`src/rtl/wols_pkg.sv`:
```
// Shared types and constants for the write-once log store.
package wols_pkg;

    localparam int IDX_W      = 10;
    localparam int EPOCH_W    = 32;
    localparam int PAYLOAD_W  = 64;
    localparam int ID_W       = 8;

    typedef enum logic [1:0] {
        MODE_APPEND = 2'd0,
        MODE_READ   = 2'd1,
        MODE_TRIM   = 2'd2,
        MODE_SEAL   = 2'd3
    } mode_t;

    typedef enum logic [2:0] {
        RPL_ACK       = 3'd0,
        RPL_SEALED    = 3'd1,
        RPL_DELETED   = 3'd2,
        RPL_WRITTEN   = 3'd3,
        RPL_UNWRITTEN = 3'd4,
        RPL_CONTENTS  = 3'd5
    } rpl_t;

    localparam logic [1:0] ENT_UNWRITTEN = 2'd0;
    localparam logic [1:0] ENT_WRITTEN   = 2'd1;
    localparam logic [1:0] ENT_DELETED   = 2'd2;

    typedef struct packed {
        logic clear_en;
        logic load;
        logic reduce_step;
        logic read_en;
        logic exec;
    } wols_cmd_t;

    typedef struct packed {
        logic clear_done;
        logic mod_needed;
        logic reduce_done;
        logic out_free;
    } wols_sts_t;

endpackage

```
`src/rtl/wols_ctrl.sv`:
```
// Sequencer: clearing pass, request capture, index reduction, table read, execute.
module wols_ctrl
    import wols_pkg::*;
(
    input  logic      clk,
    input  logic      rst_n,
    input  logic      in_valid,
    output logic      in_ready,
    input  wols_sts_t sts,
    output wols_cmd_t cmd
);

    typedef enum logic [4:0] {
        S_CLEAR  = 5'b00001,
        S_IDLE   = 5'b00010,
        S_REDUCE = 5'b00100,
        S_READ   = 5'b01000,
        S_EXEC   = 5'b10000
    } ctrl_state_t;

    ctrl_state_t state_reg;
    ctrl_state_t state_next;

    always_comb
    begin
        state_next = state_reg;
        cmd        = '0;
        case (state_reg)
            S_CLEAR:
            begin
                cmd.clear_en = 1'b1;
                if (sts.clear_done)
                begin
                    state_next = S_IDLE;
                end
            end
            S_IDLE:
            begin
                if (in_valid)
                begin
                    cmd.load   = 1'b1;
                    state_next = sts.mod_needed ? S_REDUCE : S_READ;
                end
            end
            S_REDUCE:
            begin
                cmd.reduce_step = 1'b1;
                if (sts.reduce_done)
                begin
                    state_next = S_READ;
                end
            end
            S_READ:
            begin
                cmd.read_en = 1'b1;
                state_next  = S_EXEC;
            end
            S_EXEC:
            begin
                // hold until the reply register can take a new transfer
                if (sts.out_free)
                begin
                    cmd.exec   = 1'b1;
                    state_next = S_IDLE;
                end
            end
            default:
            begin
                state_next = S_CLEAR;
            end
        endcase
    end

    always_ff @(posedge clk or negedge rst_n)
    begin
        if (!rst_n)
        begin
            state_reg <= S_CLEAR;
        end
        else
        begin
            state_reg <= state_next;
        end
    end

    assign in_ready = (state_reg == S_IDLE);

endmodule

```
`config.mk`:
```
export PLATFORM = sky130hd
export DESIGN_NAME = wols_ctrl
export DESIGN_NICKNAME = d
export VERILOG_FILES = /design/src/rtl/wols_pkg.sv /design/src/rtl/wols_ctrl.sv
export SDC_FILE = /design/constraint.sdc
export NUM_CORES = 1
export LEC_CHECK = 0
export BUFFER_PORTS_ARGS = -buffer_cell sky130_fd_sc_hd__buf_2
export CAP_MARGIN = 20
export CORE_AREA = 2 2 39 41
export CTS_BUF_LIST = sky130_fd_sc_hd__clkbuf_4 sky130_fd_sc_hd__clkbuf_8
export DETAILED_ROUTE_END_ITERATION = 8
export DIE_AREA = 0 0 41 43
export PLACE_DENSITY_LB_ADDON = 0.15
export REMOVE_ABC_BUFFERS = 1
export SLEW_MARGIN = 20
export SYNTH_ARGS = -nofsm -noshare
export SYNTH_HDL_FRONTEND = slang
export SYNTH_SLANG_ARGS = --single-unit
```
`constraint.sdc`:
```
create_clock -name clk -period 1.45 [get_ports clk]
set_clock_uncertainty 0.1 [all_clocks]
set_input_delay 0.2175 -clock clk [delete_from_list [all_inputs] [get_ports clk]]
set_output_delay 0.2175 -clock clk [all_outputs]
set_load 0.01 [all_outputs]
```
==> flow_metrics.py, run 1 <==
metrics = {
    "power_and_ir_drop": {
        "clkPwrFrac": 0.222,
        "ir_drop_v": 0.000911,
        "p_per_area_nw_per_um2": 1460,
        "switching_share": 0.326,
        "seq_power_share": 0.253,
        "leakage_nw": 0.261,
        "switchingPower_mw": 0.261,
        "comb_power_share": 0.525,
        "p_int_mw": 0.540,
    },
    "die": {
        "ioPinCount": 13,
        "die_w_um": 41,
        "die-area_um2": 1760,
        "initial_core_util": 0.244,
        "fp.dieH_um": 43,
        "rows": 14,
        "core_area_um2": 1380,
    },
    "grt": {
        "grt_pass1_wl_mm": 1.28,
        "grt-ovfl-total": 0,
        "grt_pass1_vias": 325,
        "grt_max_degree": 7,
        "track_usage": 0.110,
        "antenna_found_initial": 0,
    },
    "yosys": {
        "synthFlopType": "dfrtp_1",
        "yosysSeqAreaShare": 0.374,
        "synth_top_area_share": 0.296,
        "async_reset_ff_frac": 1.00,
        "syn_area_um2": 338,
        "synth-edff-count": 0,
        "synth_seq_cells": 5,
        "avgSynthCellArea_um2": 8.24,
        "yosysTopAreaCell": "dfrtp_1",
        "synth_cell_type_count": 24,
        "ys.warnings.count": 0,
        "synthTopCellsByArea": "dfrtp_1, dfstp_2, nor2_1",
        "synthCells": 41,
    },
    "sta": {
        "fin_crit_sh": 1.13,
        "tightestPinTransition_ns": 0.184,
        "layout_setup_ws_ns": -0.194,
        "rsz0062_at_grt": "true",
        "final-setup-viol-count": 7,
        "hold_violations": 0,
        "slew_headroom": 0.877,
        "fin_crit_ns": 1.64,
        "slew_viol_final": 0,
        "fmax_mhz": 608,
    },
    "critical_path": {
        "r2r_cells": 3,
        "endpoint": "in_ready",
        "critical_path_class": "reg2out",
        "r2r-end": "state_reg[1]$_DFFE_PN0P_",
        "crit_chain": "or3_4 -> nor3b_2 -> buf_2",
        "crit_path_start": "state_reg[0]$_DFFE_PN1P_",
        "r2r_slack_ns": -0.04,
        "crit_fanout": 5,
        "cp-end-kind": "primary output",
        "critPathArrivalTime_ns": 1.33,
        "critical-path-max-stage-delay_ns": 0.42,
        "start_kind": "flip-flop",
        "rr_startpoint": "state_reg[0]$_DFFE_PN1P_",
        "slowest_stage": "or3_4",
        "critPathRequiredTime_ns": 1.13,
    },
    "finish": {
        "diodes": 0,
        "regArea_um2": 126,
        "largest_register_ffs": 5,
        "postLayoutCellArea_um2": 549,
        "drive_gt1_frac": 0.524,
        "multi_input_area_um2": 231,
        "nFillCells": 142,
        "finalNetCount": 71,
        "stdcell_count": 79,
        "area_delta_synth_final_pct": 62.6,
    },
    "clock_tree": {
        "root_buffer": "clkbuf_4",
        "clkLatencyLatePin_ns": 0.24,
        "numClockSinks": 5,
        "h-tree-depth": 1,
        "cts_tree": "done",
        "clkTransAtPathRegs_ns": 0.05,
        "cts_buffers": 3,
        "clockBufferDepth": 2,
    },
    "route": {
        "final_antenna_net_count": 0,
        "drtPass1Iterations": 2,
        "drc": 0,
        "wl_um": 802,
        "num_vias": 362,
        "avgRoutedWirePerCell_um": 10.2,
        "drt_iter0_drc": 3,
        "avgViaCountPerCell": 4.58,
    },
    "min_path": {
        "hp-class": "in2reg",
    },
    "placed_design": {
        "hpwl_um": 601,
        "placed_area_um2": 450,
        "placed_cells": 72,
        "place_congestion": 0.695,
        "port-buffer-count": 12,
    },
    "run": {
        "cap_violations": 0,
    },
    "status": {
        "violations": "negative setup slack",
        "status": "finished with violations",
    },
}
## cell usage in the layout (no fill, tap or decap)
cell	count
a211o_1	1
a21oi_1	3
buf_2	12
buf_4	7
buf_6	1
clkbuf_4	4
dfrtp_1	4
dfstp_2	1
dlygate4sd3_1	1
inv_1	2
nand2_1	2
nand2b_1	1
nand2b_4	1
nand3_1	1
nand3b_1	2
nor2_1	4
nor2_4	1
nor2b_1	1
nor3_1	1
nor3_2	2
nor3b_2	1
o211ai_1	1
o21ai_0	1
o22a_1	1
o32a_1	1
or2b_1	1
or3_4	2
or3b_1	1
or3b_2	1
or4bb_1	1
## stage by stage
| stage | setup WS [ns] | power (mW) | util | hold slack, ns | TNS (ns) |
|---|---|---|---|---|---|
| detailed placement | -0.0463 | 0.527 | 0.325 | -0.0628 | -0.0868 |
| global route | -0.259 | 0.866 | 0.397 | 0.171 | -1.31 |
| global placement | -0.0130 | 0.533 | 0.325 | -0.0611 | -0.0180 |
| floorplan | -0.0536 | 0.395 | - | -0.178 | -0.148 |
| finish | -0.194 | 0.800 | 0.397 | 0.172 | -0.880 |
| CTS | -0.206 | 0.780 | 0.382 | 0.159 | -0.872 |
## Yosys cell counts (2+ instances only)
cell / instances
inv_1: 2
dfrtp_1: 4
nand2_1: 2
nor3_1: 3
a21oi_1: 3
clkbuf_1: 2
or3_1: 2
nand3b_1: 2
nand2b_1: 2
nor2_1: 5
## repair_timing
item | CTS | global route
hold endpoints to repair | 5 | 0
resized for setup | 7 | 2
hold buffers | 1 | 0
endpoints found under the setup margin | 7 | 8
pin swaps | 7 | 4
setup buffers | 1 | 1
## worst min path at each step
stage          startpoint                  endpoint  slack, ns  cells after the start
2_1_floorplan       rst_n  state_reg[1]$_DFFE_PN0P_      -0.18                      0
3_5_place_dp        rst_n  state_reg[3]$_DFFE_PN0P_      -0.06                      1
6_report         in_valid  state_reg[1]$_DFFE_PN0P_       0.17                      3
5_1_grt          in_valid  state_reg[1]$_DFFE_PN0P_       0.17                      3
3_3_place_gp        rst_n  state_reg[2]$_DFFE_PN0P_      -0.06                      1
4_1_cts          in_valid  state_reg[1]$_DFFE_PN0P_       0.16                      3
## area by class of cell
type	count	share of cell area
Tap cell	16	0.0364
Sequential cell	5	0.230
Multi-Input combinational cell	31	0.421
Clock buffer	4	0.0547
Timing Repair Buffer	21	0.244
Inverter	2	0.0137
## critical path, delay by kind of cell (launching register included)
kind	cells	cell delay [ns]
and+or+nand+nor	2	0.57
DFF	1	0.37
buffers and inverters	1	0.14
## cell families after synthesis
group | synth area share
buffers and inverters | 0.0593
AOI/OAI and AO/OA | 0.163
and+or+nand+nor | 0.404
DFF | 0.374
## power groups by stage
stage,clock network [mW],logic [mW],registers (mW)
after floorplan,0,0.172,0.223
after global routing,0.199,0.462,0.205
after detailed placement,0,0.308,0.219
final,0.178,0.420,0.202
after CTS,0.185,0.385,0.210
after global placement,0,0.311,0.222
## routing by layer
layer / vias to the layer above / share of wire / track usage / routed length (um)
met2: 10 / 0.47 / 0.163 / 373
met3: 0 / 0.082 / 0.0628 / 66
li1: 188 / - / - / -
met1: 164 / 0.45 / 0.139 / 362
met5: - / 0 / 0 / 0
met4: 0 / 0 / 0.0200 / 0
Note: power is estimated with default switching activity, not from simulation.
==> inputs of run 2 (changes only) <==
==> constraint.sdc (replaced) <==
create_clock -name clk -period 1.45 [get_ports clk]
set_clock_uncertainty 0.1 [all_clocks]
set_input_delay 0.145 -clock clk [delete_from_list [all_inputs] [get_ports clk]]
set_output_delay 0.145 -clock clk [all_outputs]
set_load 0.01 [all_outputs]
==> flow_metrics.py, run 2 (synthesis gave the netlist of run 1 again) <==
metrics = {
    "finish": {
        "diodes": 0,
        "area_delta_synth_final_pct": 64.1,
        "final_common_cell": "buf_2",
        "largest_register_ffs": 5,
        "drive_gt1_frac": 0.556,
        "finalNetCount": 71,
        "final_cell_mix": "buf_2, buf_4, nor2_1, clkbuf_4, dfrtp_1",
    },
    "die": {
        "fp.dieH_um": 43,
        "initial_core_util": 0.244,
        "ioPinCount": 13,
        "die-area_um2": 1760,
        "die_w_um": 41,
        "rows": 14,
        "core_area_um2": 1380,
    },
    "min_path": {
        "min_from": "sts[1]",
        "min_path_cells": 3,
        "whs_endpoint": "state_reg[2]$_DFFE_PN0P_",
        "hp-class": "in2reg",
    },
    "critical_path": {
        "rr_startpoint": "state_reg[3]$_DFFE_PN0P_",
        "start_kind": "flip-flop",
        "r2r_slack_ns": -0.03,
        "critPathArrivalTime_ns": 1.33,
        "r2r-end": "state_reg[1]$_DFFE_PN0P_",
        "r2r_cells": 3,
        "crit_fanout": 5,
        "critPathRequiredTime_ns": 1.21,
        "cp-end-kind": "primary output",
        "critical_path_class": "reg2out",
    },
    "clock_tree": {
        "clkTransAtPathRegs_ns": 0.04,
        "clockBufferDepth": 2,
        "numClockSinks": 5,
        "h-tree-depth": 1,
        "clkLatencyLatePin_ns": 0.25,
        "cts_tree": "done",
        "cts_buffers": 3,
        "root_buffer": "clkbuf_4",
    },
    "route": {
        "drtPass1Iterations": 4,
        "final_antenna_net_count": 0,
        "avgRoutedWirePerCell_um": 11.1,
        "wl_um": 878,
        "num_vias": 377,
        "drc": 0,
        "drt_iter0_drc": 6,
        "avgViaCountPerCell": 4.77,
    },
    "grt": {
        "grt_pass1_vias": 362,
        "grt_max_degree": 9,
        "grt-ovfl-total": 0,
        "antenna_found_initial": 0,
        "track_usage": 0.126,
        "grt_pass1_wl_mm": 1.44,
    },
    "power_and_ir_drop": {
        "p_per_area_nw_per_um2": 1470,
        "leakage_nw": 0.262,
        "ir_drop_v": 0.000636,
        "fin_total_pwr_mw": 0.817,
    },
    "sta": {
        "slew_headroom": 0.878,
        "slew_viol_final": 0,
        "final-setup-viol-count": 6,
        "fin_crit_ns": 1.58,
        "tightestPinTransition_ns": 0.182,
        "worst_hold_slack_ns": 0.101,
        "hold_violations": 0,
        "fmax_mhz": 634,
        "rsz0062_at_grt": "true",
        "layout_setup_ws_ns": -0.127,
        "fin_crit_sh": 1.09,
        "tns_ns": -0.459,
    },
    "placed_design": {
        "place_congestion": 0.700,
        "hpwl_um": 657,
        "port-buffer-count": 12,
    },
    "run": {
        "cap_violations": 0,
    },
    "status": {
        "status": "finished with violations",
        "violations": "negative setup slack",
    },
}
==> run 2: cell types whose count changed in the layout (fill, tap and decap cells not counted) <==
cell,change
a21oi_1,-1
buf_4,+1
nor3_1,-1
nor3_2,+1
a21oi_2,+1
buf_6,-1
==> run 2: worst max-delay path, stage by stage (launching register included) <==
cell and delay, ns:
dfrtp_1 0.37, or3_4 0.42, nor3b_2 0.16, buf_2 0.14
==> run 2: timing repair <==
item,in CTS,in global routing
hold endpoints to repair,5,0
setup buffers,3,0
pin swaps,8,1
setup endpoints to repair,7,8
hold buffers,1,0
gates resized for setup,7,3
==> run 2: routing by layer <==
metal	vias to the layer above	GRT usage	part of all wire
met3	4	0.0471	0.059
li1	190	-	-
met1	170	0.170	0.50
met2	13	0.163	0.41
met4	0	0.0800	0.024
met5	-	0	0
==> run 2: report_power, final <==
| part | switching [mW] | total, mW | leakage [nW] | internal [mW] |
|---|---|---|---|---|
| Sequential | 0.0375 | 0.219 | 0.0651 | 0.181 |
| Combinational | 0.181 | 0.416 | 0.178 | 0.235 |
| Clock | 0.0592 | 0.182 | 0.0184 | 0.123 |
==> run 2: worst max path at each step <==
stage                        startpoint                        to  slack [ns]  cells after the start
4_1_cts        state_reg[3]$_DFFE_PN0P_                  in_ready       -0.14                      3
3_5_place_dp   state_reg[4]$_DFFE_PN0P_  state_reg[1]$_DFFE_PN0P_       -0.05                      3
5_1_grt        state_reg[3]$_DFFE_PN0P_                  in_ready       -0.18                      3
6_report       state_reg[3]$_DFFE_PN0P_                  in_ready       -0.13                      3
2_1_floorplan  state_reg[4]$_DFFE_PN0P_  state_reg[1]$_DFFE_PN0P_       -0.04                      3
3_3_place_gp   state_reg[4]$_DFFE_PN0P_  state_reg[1]$_DFFE_PN0P_      -0.009                      3
==> run 2: stage by stage <==
stage / area (um^2) / std cells / setup WS, ns / utilization
2_1_floorplan: 325 / 38 / -0.0355 / -
3_3_place_gp: 443 / 71 / -0.00889 / 0.320
3_5_place_dp: 443 / 71 / -0.0451 / 0.320
4_1_cts: 538 / 79 / -0.139 / 0.389
5_1_grt: 554 / 79 / -0.184 / 0.401
6_report: 554 / 79 / -0.127 / 0.401
==> run 2: cell type report <==
class / count / area, um^2
flip-flops and latches: 5 / 126
fillers: 142 / 830
clock buffers: 4 / 30.0
inverters: 2 / 7.51
repair buffers: 21 / 130
multi-input cells: 31 / 240
well taps: 16 / 20.0
